`src/svm_pkg.sv`:
```
// Package for the supply voltage monitor: widths, reset values, codes and shared types.
// Holds the restoring divider step and the grading function used by the back end.
// Depends on nothing; every other file imports it.
package svm_pkg;

    localparam int SAMPLE_W    = 12;
    localparam int SUM_W       = 18;
    localparam int COUNT_W     = 7;
    localparam int VOLT_W      = 24;
    localparam int THRESH_W    = 16;
    localparam int GRADE_W     = 2;
    localparam int CFG_INDEX_W = 2;
    localparam int CFG_DATA_W  = 24;

    localparam logic [COUNT_W-1:0] MAX_COUNT = COUNT_W'(64);
    localparam logic [COUNT_W-1:0] MIN_COUNT = COUNT_W'(1);
    localparam logic [VOLT_W-1:0]  VOLTAGE_MAX = '1;

    // Two quotient bits per cycle over the full dividend width.
    localparam int DIV_CYCLES = VOLT_W / 2;
    localparam int STEP_W     = $clog2(DIV_CYCLES);
    localparam logic [STEP_W-1:0] LAST_STEP = STEP_W'(DIV_CYCLES - 1);

    localparam logic [COUNT_W-1:0]  RESET_AVERAGE_COUNT = COUNT_W'(20);
    localparam logic [VOLT_W-1:0]   RESET_SCALE         = VOLT_W'(5013504);
    localparam logic [THRESH_W-1:0] RESET_NORMAL_THRESH = THRESH_W'(2400);
    localparam logic [THRESH_W-1:0] RESET_LOW_THRESH    = THRESH_W'(2200);

    typedef enum logic [CFG_INDEX_W-1:0] {
        CFG_AVERAGE_COUNT    = 2'd0,
        CFG_SCALE_NUMERATOR  = 2'd1,
        CFG_NORMAL_THRESHOLD = 2'd2,
        CFG_LOW_THRESHOLD    = 2'd3
    } cfg_index_t;

    typedef enum logic [GRADE_W-1:0] {
        GRADE_NORMAL  = 2'd0,
        GRADE_LOW     = 2'd1,
        GRADE_TOO_LOW = 2'd2
    } grade_t;

    typedef enum logic [1:0] {
        BK_IDLE,
        BK_AVG,
        BK_VOLT,
        BK_DONE
    } back_state_t;

    // One classified item passed from front to back.
    typedef struct packed {
        logic               complete;
        logic               classify;
        logic [SUM_W-1:0]   sum;
        logic [COUNT_W-1:0] count;
    } cmd_t;

    typedef struct packed {
        logic [SUM_W-1:0]  rem;
        logic [VOLT_W-1:0] quo;
    } div_state_t;

    // One restoring step: shift the next dividend bit into the remainder,
    // subtract where it fits and shift the quotient bit in at the bottom.
    function automatic div_state_t div_step(div_state_t s, logic [SUM_W-1:0] divisor);
        logic [SUM_W:0] shifted;
        logic [SUM_W:0] trial;
        div_state_t     r;
        shifted = {s.rem, s.quo[VOLT_W-1]};
        trial   = shifted - {1'b0, divisor};
        if (!trial[SUM_W])
        begin
            r.rem = trial[SUM_W-1:0];
            r.quo = {s.quo[VOLT_W-2:0], 1'b1};
        end
        else
        begin
            r.rem = shifted[SUM_W-1:0];
            r.quo = {s.quo[VOLT_W-2:0], 1'b0};
        end
        return r;
    endfunction

    function automatic grade_t grade_of(logic [VOLT_W-1:0] v,
                                        logic [THRESH_W-1:0] normal_thresh,
                                        logic [THRESH_W-1:0] low_thresh);
        grade_t g;
        if (v > VOLT_W'(normal_thresh))
            g = GRADE_NORMAL;
        else if (v > VOLT_W'(low_thresh))
            g = GRADE_LOW;
        else
            g = GRADE_TOO_LOW;
        return g;
    endfunction

endpackage

```
`src/svm_front.sv`:
```
// Front end of the supply voltage monitor: accepts samples and accumulates them.
// Emits one command per item, marking those that complete an average. Uses svm_pkg.
module svm_front
    import svm_pkg::*;
(
    input  logic                clk,
    input  logic                rst_n,
    input  logic                accept,
    input  logic [SAMPLE_W-1:0] sample,
    input  logic                classify_enable,
    input  logic [COUNT_W-1:0]  average_count,
    output cmd_t                cmd,
    output logic                cmd_push
);

    logic [SUM_W-1:0]   sum_reg;
    logic [SUM_W-1:0]   sum_next;
    logic [COUNT_W-1:0] counter_reg;
    logic [COUNT_W-1:0] counter_next;
    logic [COUNT_W-1:0] count_eff;
    logic [SUM_W-1:0]   sum_inc;
    logic [COUNT_W-1:0] counter_inc;
    logic               complete;

    // Clamp the count into the supported range.
    always_comb
    begin
        if (average_count == '0)
            count_eff = MIN_COUNT;
        else if (average_count > MAX_COUNT)
            count_eff = MAX_COUNT;
        else
            count_eff = average_count;
    end

    assign sum_inc     = sum_reg + SUM_W'(sample);
    assign counter_inc = counter_reg + COUNT_W'(1);
    assign complete    = (counter_inc >= count_eff);

    always_comb
    begin
        sum_next     = sum_reg;
        counter_next = counter_reg;
        if (accept)
        begin
            if (complete)
            begin
                sum_next     = '0;
                counter_next = '0;
            end
            else
            begin
                sum_next     = sum_inc;
                counter_next = counter_inc;
            end
        end
    end

    always_ff @(posedge clk or negedge rst_n)
    begin
        if (!rst_n)
        begin
            sum_reg     <= '0;
            counter_reg <= '0;
        end
        else
        begin
            sum_reg     <= sum_next;
            counter_reg <= counter_next;
        end
    end

    assign cmd_push     = accept;
    assign cmd.complete = complete;
    assign cmd.classify = classify_enable;
    assign cmd.sum      = sum_inc;
    assign cmd.count    = count_eff;

endmodule

```
`src/svm_queue.sv`:
```
// Two-entry command queue between front and back of the supply voltage monitor.
// Uses cmd_t from svm_pkg.
module svm_queue
    import svm_pkg::*;
(
    input  logic clk,
    input  logic rst_n,
    input  cmd_t wr_cmd,
    input  logic wr_en,
    output logic full,
    output cmd_t rd_cmd,
    output logic rd_valid,
    input  logic rd_en
);

    cmd_t       entries_reg [2];
    logic       wr_ptr_reg;
    logic       rd_ptr_reg;
    logic [1:0] fill_reg;
    logic [1:0] fill_next;
    logic       do_wr;
    logic       do_rd;

    assign full     = (fill_reg == 2'd2);
    assign rd_valid = (fill_reg != 2'd0);
    assign rd_cmd   = entries_reg[rd_ptr_reg];
    assign do_wr    = wr_en && !full;
    assign do_rd    = rd_en && rd_valid;

    always_comb
    begin
        fill_next = fill_reg;
        if (do_wr && !do_rd)
            fill_next = fill_reg + 2'd1;
        else if (do_rd && !do_wr)
            fill_next = fill_reg - 2'd1;
    end

    always_ff @(posedge clk)
    begin
        if (do_wr)
            entries_reg[wr_ptr_reg] <= wr_cmd;
    end

    always_ff @(posedge clk or negedge rst_n)
    begin
        if (!rst_n)
        begin
            wr_ptr_reg <= 1'b0;
            rd_ptr_reg <= 1'b0;
            fill_reg   <= 2'd0;
        end
        else
        begin
            if (do_wr)
                wr_ptr_reg <= !wr_ptr_reg;
            if (do_rd)
                rd_ptr_reg <= !rd_ptr_reg;
            fill_reg <= fill_next;
        end
    end

endmodule

```
`src/svm_back.sv`:
```
// Back end of the supply voltage monitor: two divisions on one shared iterative
// divider, grading and the result register. Uses svm_pkg.
module svm_back
    import svm_pkg::*;
(
    input  logic                clk,
    input  logic                rst_n,
    input  cmd_t                cmd,
    input  logic                cmd_valid,
    output logic                cmd_pop,
    input  logic [VOLT_W-1:0]   scale_numerator,
    input  logic [THRESH_W-1:0] normal_threshold,
    input  logic [THRESH_W-1:0] low_threshold,
    output logic [VOLT_W-1:0]   voltage_mv,
    output logic [GRADE_W-1:0]  grade,
    output logic                voltage_updated,
    output logic                empty,
    input  logic                pop
);

    back_state_t        state_reg;
    back_state_t        state_next;
    div_state_t         div_reg;
    div_state_t         div_next;
    div_state_t         div_one;
    div_state_t         div_two;
    logic [SUM_W-1:0]   divisor_reg;
    logic [SUM_W-1:0]   divisor_next;
    logic [STEP_W-1:0]  step_reg;
    logic [STEP_W-1:0]  step_next;
    logic               classify_reg;
    logic               classify_next;
    logic               updated_reg;
    logic               updated_next;
    logic [VOLT_W-1:0]  voltage_reg;
    logic [VOLT_W-1:0]  voltage_next;
    grade_t             grade_reg;
    grade_t             grade_next;
    logic               out_valid_reg;
    logic               out_valid_next;
    logic [VOLT_W-1:0]  out_voltage_reg;
    logic [VOLT_W-1:0]  out_voltage_next;
    grade_t             out_grade_reg;
    grade_t             out_grade_next;
    logic               out_updated_reg;
    logic               out_updated_next;
    logic               last_step;
    logic               out_free;
    logic [SUM_W-1:0]   avg;

    assign div_one   = div_step(div_reg, divisor_reg);
    assign div_two   = div_step(div_one, divisor_reg);
    assign last_step = (step_reg == LAST_STEP);
    assign out_free  = !out_valid_reg || pop;
    assign avg       = div_two.quo[SUM_W-1:0];

    always_comb
    begin
        state_next = state_reg;
        unique case (state_reg)
            BK_IDLE:
            begin
                if (cmd_valid)
                    state_next = cmd.complete ? BK_AVG : BK_DONE;
            end
            BK_AVG:
            begin
                if (last_step)
                    state_next = (avg == '0) ? BK_DONE : BK_VOLT;
            end
            BK_VOLT:
            begin
                if (last_step)
                    state_next = BK_DONE;
            end
            BK_DONE:
            begin
                if (out_free)
                    state_next = BK_IDLE;
            end
            default: state_next = BK_IDLE;
        endcase
    end

    always_comb
    begin
        cmd_pop          = 1'b0;
        div_next         = div_reg;
        divisor_next     = divisor_reg;
        step_next        = step_reg;
        classify_next    = classify_reg;
        updated_next     = updated_reg;
        voltage_next     = voltage_reg;
        grade_next       = grade_reg;
        out_valid_next   = out_valid_reg && !pop;
        out_voltage_next = out_voltage_reg;
        out_grade_next   = out_grade_reg;
        out_updated_next = out_updated_reg;
        unique case (state_reg)
            BK_IDLE:
            begin
                if (cmd_valid)
                begin
                    cmd_pop       = 1'b1;
                    classify_next = cmd.classify;
                    updated_next  = cmd.complete;
                    div_next.rem  = '0;
                    div_next.quo  = VOLT_W'(cmd.sum);
                    divisor_next  = SUM_W'(cmd.count);
                    step_next     = '0;
                end
            end
            BK_AVG:
            begin
                div_next  = div_two;
                step_next = step_reg + STEP_W'(1);
                if (last_step)
                begin
                    if (avg == '0)
                        voltage_next = VOLTAGE_MAX;
                    div_next.rem = '0;
                    div_next.quo = scale_numerator;
                    divisor_next = avg;
                    step_next    = '0;
                end
            end
            BK_VOLT:
            begin
                div_next  = div_two;
                step_next = step_reg + STEP_W'(1);
                if (last_step)
                    voltage_next = div_two.quo;
            end
            BK_DONE:
            begin
                if (out_free)
                begin
                    if (classify_reg)
                        grade_next = grade_of(voltage_reg, normal_threshold, low_threshold);
                    out_valid_next   = 1'b1;
                    out_voltage_next = voltage_reg;
                    out_grade_next   = classify_reg
                        ? grade_of(voltage_reg, normal_threshold, low_threshold)
                        : grade_reg;
                    out_updated_next = updated_reg;
                end
            end
            default: ;
        endcase
    end

    always_ff @(posedge clk or negedge rst_n)
    begin
        if (!rst_n)
        begin
            state_reg     <= BK_IDLE;
            voltage_reg   <= '0;
            grade_reg     <= GRADE_NORMAL;
            out_valid_reg <= 1'b0;
        end
        else
        begin
            state_reg     <= state_next;
            voltage_reg   <= voltage_next;
            grade_reg     <= grade_next;
            out_valid_reg <= out_valid_next;
        end
    end

    always_ff @(posedge clk)
    begin
        div_reg         <= div_next;
        divisor_reg     <= divisor_next;
        step_reg        <= step_next;
        classify_reg    <= classify_next;
        updated_reg     <= updated_next;
        out_voltage_reg <= out_voltage_next;
        out_grade_reg   <= out_grade_next;
        out_updated_reg <= out_updated_next;
    end

    assign empty           = !out_valid_reg;
    assign voltage_mv      = out_voltage_reg;
    assign grade           = out_grade_reg;
    assign voltage_updated = out_updated_reg;

endmodule

```
`src/supply_voltage_monitor_top.sv`:
```
// Top level of the supply voltage monitor: configuration registers, front end,
// command queue and back end. Uses svm_pkg, svm_front, svm_queue and svm_back.
//
// Usage:
//   Input channel: present sample and classify_enable with push; an item is
//   taken at a clock edge with push high and full low. Result channel: while
//   empty is low the oldest result sits on voltage_mv, grade and
//   voltage_updated; pop high at a clock edge takes it. Every item gives
//   exactly one result, in order.
//   Configuration: cfg_write high at a clock edge writes cfg_data into the
//   register chosen by cfg_index (average count, scale numerator, normal and
//   low thresholds). Write only while the block holds no items.
//   Back end: an item that does not complete an average passes from idle
//   straight to the result step; one that completes it goes through the
//   shared divider, which retires two quotient bits a cycle over 24-bit
//   dividends for two divisions in turn, the second skipped when the
//   average is zero. The front end keeps accumulating into a two-entry
//   queue while the back end divides, so full only rises once that fills.
//   Reset clears sums, counters, the held voltage and grade, the queue and
//   the result register, and reloads the configuration defaults.
//   When the receiver stalls, the result register holds its item and the
//   back end waits; the queue then fills and full stalls the sender.
module supply_voltage_monitor_top
    import svm_pkg::*;
(
    input  logic                   clk,
    input  logic                   rst_n,
    input  logic [SAMPLE_W-1:0]    sample,
    input  logic                   classify_enable,
    input  logic                   push,
    output logic                   full,
    output logic [VOLT_W-1:0]      voltage_mv,
    output logic [GRADE_W-1:0]     grade,
    output logic                   voltage_updated,
    output logic                   empty,
    input  logic                   pop,
    input  logic                   cfg_write,
    input  logic [CFG_INDEX_W-1:0] cfg_index,
    input  logic [CFG_DATA_W-1:0]  cfg_data
);

    logic [COUNT_W-1:0]  average_count_reg;
    logic [VOLT_W-1:0]   scale_reg;
    logic [THRESH_W-1:0] normal_thresh_reg;
    logic [THRESH_W-1:0] low_thresh_reg;

    cmd_t front_cmd;
    logic front_push;
    cmd_t queue_cmd;
    logic queue_valid;
    logic queue_pop;
    logic accept;

    // Take an item whenever the queue has room.
    assign accept = push && !full;

    // Configuration registers; writes land directly, no handshake.
    always_ff @(posedge clk or negedge rst_n)
    begin
        if (!rst_n)
        begin
            average_count_reg <= RESET_AVERAGE_COUNT;
            scale_reg         <= RESET_SCALE;
            normal_thresh_reg <= RESET_NORMAL_THRESH;
            low_thresh_reg    <= RESET_LOW_THRESH;
        end
        else if (cfg_write)
        begin
            unique case (cfg_index_t'(cfg_index))
                CFG_AVERAGE_COUNT:    average_count_reg <= cfg_data[COUNT_W-1:0];
                CFG_SCALE_NUMERATOR:  scale_reg         <= cfg_data[VOLT_W-1:0];
                CFG_NORMAL_THRESHOLD: normal_thresh_reg <= cfg_data[THRESH_W-1:0];
                CFG_LOW_THRESHOLD:    low_thresh_reg    <= cfg_data[THRESH_W-1:0];
                default: ;
            endcase
        end
    end

    // Accumulate samples and mark the ones that close an average.
    svm_front u_front (
        .clk             (clk),
        .rst_n           (rst_n),
        .accept          (accept),
        .sample          (sample),
        .classify_enable (classify_enable),
        .average_count   (average_count_reg),
        .cmd             (front_cmd),
        .cmd_push        (front_push)
    );

    // Decouple accumulation from the slow divider.
    svm_queue u_queue (
        .clk      (clk),
        .rst_n    (rst_n),
        .wr_cmd   (front_cmd),
        .wr_en    (front_push),
        .full     (full),
        .rd_cmd   (queue_cmd),
        .rd_valid (queue_valid),
        .rd_en    (queue_pop)
    );

    // Divide, grade and hold the result for the receiver.
    svm_back u_back (
        .clk              (clk),
        .rst_n            (rst_n),
        .cmd              (queue_cmd),
        .cmd_valid        (queue_valid),
        .cmd_pop          (queue_pop),
        .scale_numerator  (scale_reg),
        .normal_threshold (normal_thresh_reg),
        .low_threshold    (low_thresh_reg),
        .voltage_mv       (voltage_mv),
        .grade            (grade),
        .voltage_updated  (voltage_updated),
        .empty            (empty),
        .pop              (pop)
    );

endmodule
```
`config.mk`:
```
export PLATFORM = sky130hd
export DESIGN_NAME = supply_voltage_monitor_top
export DESIGN_NICKNAME = d
export VERILOG_FILES = /design/src/svm_pkg.sv /design/src/svm_front.sv /design/src/svm_queue.sv /design/src/svm_back.sv /design/src/supply_voltage_monitor_top.sv
export SDC_FILE = /design/constraint.sdc
export NUM_CORES = 1
export LEC_CHECK = 0
export BUFFER_PORTS_ARGS = -buffer_cell sky130_fd_sc_hd__buf_2
export CORE_MARGIN = 8
export CORE_UTILIZATION = 45
export DETAILED_ROUTE_END_ITERATION = 7
export GPL_TIMING_DRIVEN = 0
export PLACE_DENSITY = 0.69
export SLEW_MARGIN = 20
export SYNTH_ARGS = -nofsm -noshare
export SYNTH_HDL_FRONTEND = slang
export SYNTH_HIERARCHICAL = 1
export SYNTH_SLANG_ARGS = --single-unit
```
`constraint.sdc`:
```
create_clock -name clk -period 6.4 [get_ports clk]
set_input_delay 0 -clock clk [delete_from_list [all_inputs] [get_ports clk]]
set_output_delay 0 -clock clk [all_outputs]
set_load 0.005 [all_outputs]
```
==> results of run 1 <==
## routing by layer
layer	vias to the layer above	track usage, %	part of all wire (%)
met5	-	0	0
met4	0	4.716	2.3
met3	56	2.930	5.5
met2	275	30.01	48
met1	5064	23.67	45
li1	4942	-	-
## stage by stage
step	worst slack, ps	hold slack [ps]	setup TNS (ps)	util [%]	instances
after global placement	-254.1	204.4	-4629	48.00	1742
after global routing	-21.47	50.29	-153.3	52.59	1835
final	250.7	32.84	0	52.59	1835
after CTS	12.47	18.45	0	52.45	1835
after detailed placement	-358.9	-113.0	-6823	48.28	1745
after floorplan	1230	-295.6	0	-	1263
## placed cells by master (no fill, tap or decap), types with 18 or more instances in the layout
cell type / instances
dlygate4sd3_1: 34
o22a_1: 24
nand2_1: 113
a211oi_1: 18
a21oi_1: 60
mux2_4: 20
clkbuf_16: 30
a21o_1: 30
xnor2_1: 38
mux2_2: 81
a22oi_1: 18
dfrtp_1: 107
inv_1: 80
o21ai_0: 42
clkbuf_1: 34
ha_1: 95
nor2_1: 64
edfxtp_1: 147
xor2_1: 20
nand3_1: 24
buf_2: 75
## what timing repair did
item / 4_1_cts / 5_1_grt
buffers inserted: 3 / 0
endpoints found under the hold margin: 179 / 0
hold buffers: 35 / 0
endpoints found under the setup margin: 25 / 42
pin swaps: 1 / 0
gates cloned: 0 / 0
resized for setup: 5 / 13
## cell type report
| class | instances | area (um^2) |
|---|---|---|
| multi-input cells | 865 | 6640 |
| clock buffers | 40 | 828.3 |
| well taps | 408 | 510.5 |
| plain buffers | 48 | 265.3 |
| clock inverters | 12 | 115.1 |
| fillers | 2756 | 15270 |
| flip-flops and latches | 268 | 7460 |
| repair buffers | 112 | 810.8 |
| inverters | 82 | 307.8 |
## worst max-delay path by stage
stage	slack, ps	from	cells after the start	end
2_1_floorplan	1230	u_back/div_reg[23]$_DFFE_PP_	22	u_back/voltage_reg[1]$_DFFE_PN0P_
3_3_place_gp	-250	u_back/div_reg[23]$_DFFE_PP_	23	u_back/voltage_reg[2]$_DFFE_PN0P_
3_5_place_dp	-360	u_back/div_reg[23]$_DFFE_PP_	23	u_back/voltage_reg[5]$_DFFE_PN0P_
4_1_cts	10	u_back/div_reg[23]$_DFFE_PP_	24	u_back/voltage_reg[4]$_DFFE_PN0P_
5_1_grt	-20	u_back/div_reg[23]$_DFFE_PP_	23	u_back/voltage_reg[21]$_DFFE_PN0P_
6_report	250	u_back/div_reg[23]$_DFFE_PP_	23	u_back/voltage_reg[4]$_DFFE_PN0P_
## cells by family after synthesis
logic type | share of synthesized area [%]
XOR/XNOR | 3.541
buffers and inverters | 3.893
flip-flops | 51.12
adder cells (fa/ha/maj) | 8.558
AND/OR/NAND/NOR | 10.17
multiplexers | 8.352
AO/OA/AOI/OAI | 14.36
## worst max-delay path, stage by stage, from the launching register on
cell	delay (ps)
edfxtp_1	390
inv_1	70
ha_1	170
inv_1	60
fa_1	420
a211oi_1	280
o21bai_1	170
a221o_1	440
a2111o_1	480
o211a_2	200
buf_2	210
clkbuf_2	260
nand2_1	120
o21ai_0	140
ha_1	370
a21o_1	190
a21oi_1	240
nor3b_4	320
a31o_2	270
xor2_2	210
nand3_2	200
a21o_1	320
clkbuf_2	260
o22a_1	220
==> results.cfg, run 1 <==
[timing]
skew_ps = 12.09
hold_violations = 0
final.period_utilization_pct = 96.08
tightest_slew_ps = 693.6
relSlewSlack_pct = 52.56
drv_slew = 0
setup-violations-final = 0
fmax_mhz = 162.6
post-route-min-period_ps = 6149

[detailed_routing]
drt-wirelength-per-cell_um = 19.07
drt.antenna.violating_nets = 0
drc = 0
firstDrtPassIters = 5
routed_wl_um = 34990
vias = 10340
vias_per_cell = 5.633
drt_iter0_drc = 685

[grt]
grt.total_usage_pct = 17.84
grt_pass1_wl_um = 55620
overflow = 0
grt_pass1_vias = 10380
grt_max_degree = 92
antenna_found_initial = 0

[min_path]
min_to = u_front/sum_reg[2]$_DFFE_PN0P_
min_from = sample[2]
hold-path-cell-count = 5
min_path_type = input pin to flip-flop

[floorplanning]
die-width_um = 196.1
initial_core_util_pct = 45.31
dieArea_um2 = 38440
fp-row-count = 66
die_h_um = 196.1
core_area_um2 = 32210
ios = 73

[setup_path]
critPathKind = flip-flop to flip-flop
reg2reg_to = u_back/voltage_reg[4]$_DFFE_PN0P_
arrival_ps = 6570
rr_startpoint = u_back/div_reg[23]$_DFFE_PP_
critPathRequiredTime_ps = 6820
critPathLaunchType = flip-flop
r2r_setup_slack_ps = 250
worstPathMaxFanout = 10
endpoint_kind = flip-flop
reg2reg_depth = 23

[clocking]
clk_pin_slew_worst_paths_ps = 60
cts_max_level = 1
clockBufferDepth = 3
clock-sinks = 268
cts_tree = yes
clock_latency_ps = 540
clockRootBuffer = clkbuf_16
numCtsBuffers = 28

[yosys]
synth_most_common_cell = edfxtp_1
synth_top_area_cell = edfxtp_1
syn_area_um2 = 14590
yosys_warnings = 6
ys.flop_type = edfxtp_1
synth_top_area_share_pct = 30.25
seq_area_frac_synth_pct = 51.12
synth.top_cells.by_area = edfxtp_1 (30%), dfrtp_1 (18%), ha_1 (8.1%)
ys_top_cells_by_count = edfxtp_1 (147), nand2_1 (113), dfrtp_1 (107)
ys_seq_elements = 268
async_reset_ff_share_pct = 45.15
synth_edf_count = 147
synthDistinctLibCells = 80
synth_nets = 1405
synth_area_per_cell_um2 = 11.55
syn-instance-count = 1263

[placement]
port_buffers = 71
place.gp.congestion = 0.8958
placed_cell_area_um2 = 15550
hpwl_um = 25690

[final_layout]
nets = 1547
largest_register_ffs = 54
n_antenna_cell = 0
drive_above_1_share_pct = 20.32
area_growth_pct = 16.08
fin_area_um2 = 16940

[outcome]
status = finished clean

[flow_run]
cap_violations = 0
Power of run 1 is not shown: default switching activity piles up to over one toggle a cycle in this logic, so the estimate is an artifact.
==> inputs of run 2 (changes only) <==
Settings changed: PLACE_DENSITY 0.69 to unset, PLACE_DENSITY_LB_ADDON set to 0.1.
Clock period 6.4 ns to 6.05 ns, I/O delays scaled along.
==> results.cfg, run 2 (synthesis results as in run 1) <==
[outcome]
status = finished clean

[timing]
tightest_slew_ps = 751.8
fmax_mhz = 171.4
post-route-min-period_ps = 5836
setup-violations-final = 0
final.setup.tns_ps = 0
final.period_utilization_pct = 96.46
relSlewSlack_pct = 49.88
skew_ps = 13.27
drv_slew = 0
worst_slack_ps = 214.3
hold_violations = 0

[final_layout]
n_antenna_cell = 0
drive_above_1_share_pct = 21.11
nets = 1553
final.fill_count = 2795
final_common_cell = edfxtp_1
area_growth_pct = 17.28
multi_input_area_um2 = 6668
final-seq-area_um2 = 7460
largest_register_ffs = 54
fin_util_pct = 53.14
mostFrequentLayoutCells = edfxtp_1 (147), nand2_1 (113), dfrtp_1 (107)

[floorplanning]
ios = 73
dieArea_um2 = 38440
die-width_um = 196.1
fp-row-count = 66
core_area_um2 = 32210
initial_core_util_pct = 45.31
die_h_um = 196.1

[clocking]
clock_latency_ps = 550
clk_pin_slew_worst_paths_ps = 60
numCtsBuffers = 30
cts_tree = yes
clockRootBuffer = clkbuf_16
cts_max_level = 1
clockBufferDepth = 3
clock-sinks = 268

[detailed_routing]
drt.antenna.violating_nets = 0
vias = 10170
drc = 0
drt_iter0_drc = 600
routed_wl_um = 36060
drt-wirelength-per-cell_um = 19.56
firstDrtPassIters = 5
vias_per_cell = 5.519

[grt]
overflow = 0
antenna_found_initial = 0
grt_pass1_wl_um = 57250
grt_max_degree = 81
grt_pass1_vias = 10200
grt.total_usage_pct = 18.71

[placement]
place.gp.congestion = 0.8482
hpwl_um = 26770
dp_slack_ps = -753.2
port_buffers = 71

[setup_path]
worstPathCellList = inv_1, ha_1, inv_1, fa_1, a211oi_1, o21bai_1, a221o_1, a2111o_1, o211a_2, buf_4, clkbuf_4, nand2_1, o21ai_0, ha_1, o21a_1, o31ai_4, a21oi_2, o21ai_2, a31o_2, xor2_1, clkbuf_1, a211oi_1
crit_family = compound AO/OA/AOI/OAI gates
endpoint_kind = flip-flop
arrival_ps = 6100
critPathRequiredTime_ps = 6310
critPathKind = flip-flop to flip-flop
critPathLaunchType = flip-flop
crit_path_top_delay_cell = clkbuf_1
crit_buf_inv = 5
worstPathMaxFanout = 10
cpPeakStageDelay_ps = 510

[min_path]
min_path_type = input pin to flip-flop

[flow_run]
cap_violations = 0
-- run 2: metrics by stage --
step           std cells  instance area [um^2]  hold WS [ps]
6_report            1843                 17110         61.85
3_5_place_dp        1745                 15540        -91.77
3_3_place_gp        1742                 15460         204.0
2_1_floorplan       1263                 14590        -295.6
5_1_grt             1843                 17110         74.93
4_1_cts             1839                 17030         34.68
-- run 2: worst register-to-register path, cell delays in order, from the launching register on --
cell	delay (ps)
edfxtp_1	390
inv_1	80
ha_1	180
inv_1	60
fa_1	410
a211oi_1	260
o21bai_1	180
a221o_1	420
a2111o_1	480
o211a_2	200
buf_4	200
clkbuf_4	220
nand2_1	90
o21ai_0	130
ha_1	370
o21a_1	180
o31ai_4	100
a21oi_2	260
o21ai_2	130
a31o_2	290
xor2_1	230
clkbuf_1	510
a211oi_1	190
-- run 2: path summary, 6_finish.rpt --
check	start	endpoint	slack, ps	cells past startpoint
worst max register to register	u_back/div_reg[23]$_DFFE_PP_	u_back/div_reg[32]$_DFFE_PP_	210	22
max in group asynchronous	rst_n	normal_thresh_reg[5]$_DFFE_PN1P_	5510	3
worst min-delay path	sample[4]	u_queue/entries_reg[1][11]$_DFFE_PP_	60	3
min in group asynchronous	rst_n	low_thresh_reg[3]$_DFFE_PN1P_	70	2
worst min register to register	u_back/updated_reg$_DFFE_PP_	u_back/voltage_updated$_DFFE_PP_	420	0
worst max-delay path	u_back/div_reg[23]$_DFFE_PP_	u_back/div_reg[32]$_DFFE_PP_	210	22
-- run 2: layout make-up --
| class | instances | area share (%) |
|---|---|---|
| Sequential cell | 268 | 43.59 |
| Clock buffer | 42 | 5.133 |
| Buffer | 48 | 1.616 |
| Multi-Input combinational cell | 865 | 38.96 |
| Tap cell | 408 | 2.983 |
| Inverter | 82 | 1.799 |
| Clock inverter | 14 | 1.046 |
| Timing Repair Buffer | 116 | 4.869 |
-- run 2: metal layers --
metal  vias up  track usage (%)  part of all wire, %
met5         -                0                    0
met1      4965            25.14                   46
met2       209            30.92                   47
met4         0            5.390                  2.6
met3        49            2.999                  4.4
li1       4948                -                    -
-- run 2: repair_timing --
| action | CTS | global route |
|---|---|---|
| hold buffers | 35 | 0 |
| resized for setup | 15 | 13 |
| pin swaps | 1 | 6 |
| hold endpoints to repair | 191 | 0 |
| setup endpoints to repair | 45 | 35 |
| buffers inserted | 3 | 4 |
Power of run 2 is left out for the same reason.
==> inputs of run 3 (changes only) <==
Settings changed: CORE_MARGIN 8 to unset, CORE_UTILIZATION 45 to 50.
==> results.cfg, run 3 (synthesis results as in run 1) <==
[placement]
hpwl_um = 25360
port_buffers = 71
dp_cells = 1721
dp_slack_ps = -777.3
place.gp.congestion = 0.9015
placed_cell_area_um2 = 15520

[grt]
overflow = 0
grt_max_degree = 68
antenna_found_initial = 0
grt_pass1_wl_um = 55290
grt_pass1_vias = 10300
grt.total_usage_pct = 23.39

[detailed_routing]
drt_iter0_drc = 662
wl_met1_um = 15590
drt-wirelength-per-cell_um = 19.05
wl_met2_um = 16530
firstDrtPassIters = 5
drt.antenna.violating_nets = 0
vias_per_cell = 5.601
dr_wl_met3_um = 1757
routed_wl_um = 34650
vias = 10190
top_layer = met4
drc = 0

[clocking]
clock_latency_ps = 570
clockBufferDepth = 3
clock-sinks = 268
cts_max_level = 1
clockRootBuffer = clkbuf_16
numCtsBuffers = 29
cts_tree = yes
clk_pin_slew_worst_paths_ps = 60

[outcome]
status = finished clean

[setup_path]
endpoint_kind = flip-flop
crit_path_top_delay_cell = fa_1
r2r_setup_slack_ps = 340
critPathKind = flip-flop to flip-flop
crit_start = u_back/div_reg[23]$_DFFE_PP_
worstPathCellList = inv_1, ha_1, inv_1, fa_1, a211oi_1, o21bai_1, a221o_1, a21oi_2, o211a_2, clkbuf_4, mux2_2, ha_1, nor2b_1, o31ai_2, a21oi_2, o21ai_2, a31o_4, xor2_4, nand3_4, a21o_4, buf_2, o22a_1
crit_family = compound AO/OA/AOI/OAI gates
worstPathMaxFanout = 10
rr_startpoint = u_back/div_reg[23]$_DFFE_PP_
arrival_ps = 6150
crit_buf_inv = 4
cpPeakStageDelay_ps = 430
critPathLaunchType = flip-flop
critPathRequiredTime_ps = 6490

[timing]
relSlewSlack_pct = 53.85
skew_ps = 19.78
hold_violations = 0
final.setup.tns_ps = 0
setup-violations-final = 0
worst_slack_ps = 339.6
post-route-min-period_ps = 5710
fmax_mhz = 175.1
final.period_utilization_pct = 94.39
tightest_slew_ps = 686.0
drv_slew = 0

[floorplanning]
initial_core_util_pct = 50.84
core_area_um2 = 28700
die_h_um = 172.8
ios = 73
fp-row-count = 62
dieArea_um2 = 29870
die-width_um = 172.8

[final_layout]
drive_above_1_share_pct = 21.18
fin_area_um2 = 17090
mostFrequentLayoutCells = edfxtp_1 (147), nand2_1 (113), dfrtp_1 (107)
largest_register_ffs = 54
n_antenna_cell = 0
final.fill_count = 2403
final_common_cell = edfxtp_1
final_cell_count_no_fill = 1819
area_growth_pct = 17.13
nets = 1554

[min_path]
min_path_type = input pin to flip-flop
min_from = sample[3]

[flow_run]
cap_violations = 0
run 3: cell count changes in the layout (fill, tap and decap cells not counted), sizes merged:
cell,before,now
buf,99,98
bufinv,4,5
clkbuf,73,65
clkinv,6,13
dlygate4sd3,34,35
run 3: layout make-up:
type | instances | area [um^2] | area share, %
Tap cell | 384 | 480.5 | 2.811
Clock buffer | 32 | 747.0 | 4.370
Sequential cell | 268 | 7460 | 43.65
Inverter | 82 | 307.8 | 1.801
Timing Repair Buffer | 118 | 865.8 | 5.066
Buffer | 48 | 277.8 | 1.625
Multi-Input combinational cell | 865 | 6686 | 39.12
Clock inverter | 22 | 266.5 | 1.559
run 3: path summary, 6_finish.rpt:
kind / end / depth (start not counted)
max: u_back/voltage_reg[2]$_DFFE_PN0P_ / 22
min: u_front/sum_reg[3]$_DFFE_PN0P_ / 5
max reg2reg: u_back/voltage_reg[2]$_DFFE_PN0P_ / 22
min reg2reg: u_back/voltage_updated$_DFFE_PP_ / 0
max in group asynchronous: u_back/out_valid_reg$_DFF_PN0_ / 3
min in group asynchronous: low_thresh_reg[11]$_DFFE_PN1P_ / 2
run 3: worst reg2reg max path: cells and delay by family (launching register included):
kind	cells	cell delay [ps]
AND/OR/NAND/NOR	2	300
adder cells (fa/ha/maj)	3	930
XOR/XNOR	1	200
AO/OA/AOI/OAI	11	2800
flip-flops	1	390
multiplexers	1	380
buffers and inverters	4	600
run 3: per-stage QoR:
step                      hold slack (ps)  utilization [%]
after CTS                           12.23            59.26
after detailed placement           -46.18            54.06
final                               33.79            59.55
after global routing                65.06            59.55
after global placement              187.2            53.75
after floorplan                    -295.6                -
run 3: repair_timing:
action                                 4_1_cts  5_1_grt
hold buffers                                36        0
buffers inserted                             6        2
resized for setup                           13       22
cloned                                       0        0
setup endpoints to repair                   45       45
endpoints found under the hold margin      192        0
pin swaps                                    3        2
run 3: layer usage:
metal  vias up  GRT usage, %
li1       4936             -
met1      4941         31.75
met2       256         39.43
met3        55         3.100
met4         0         6.379
met5         -             0
Power of run 3 is left out for the same reason.
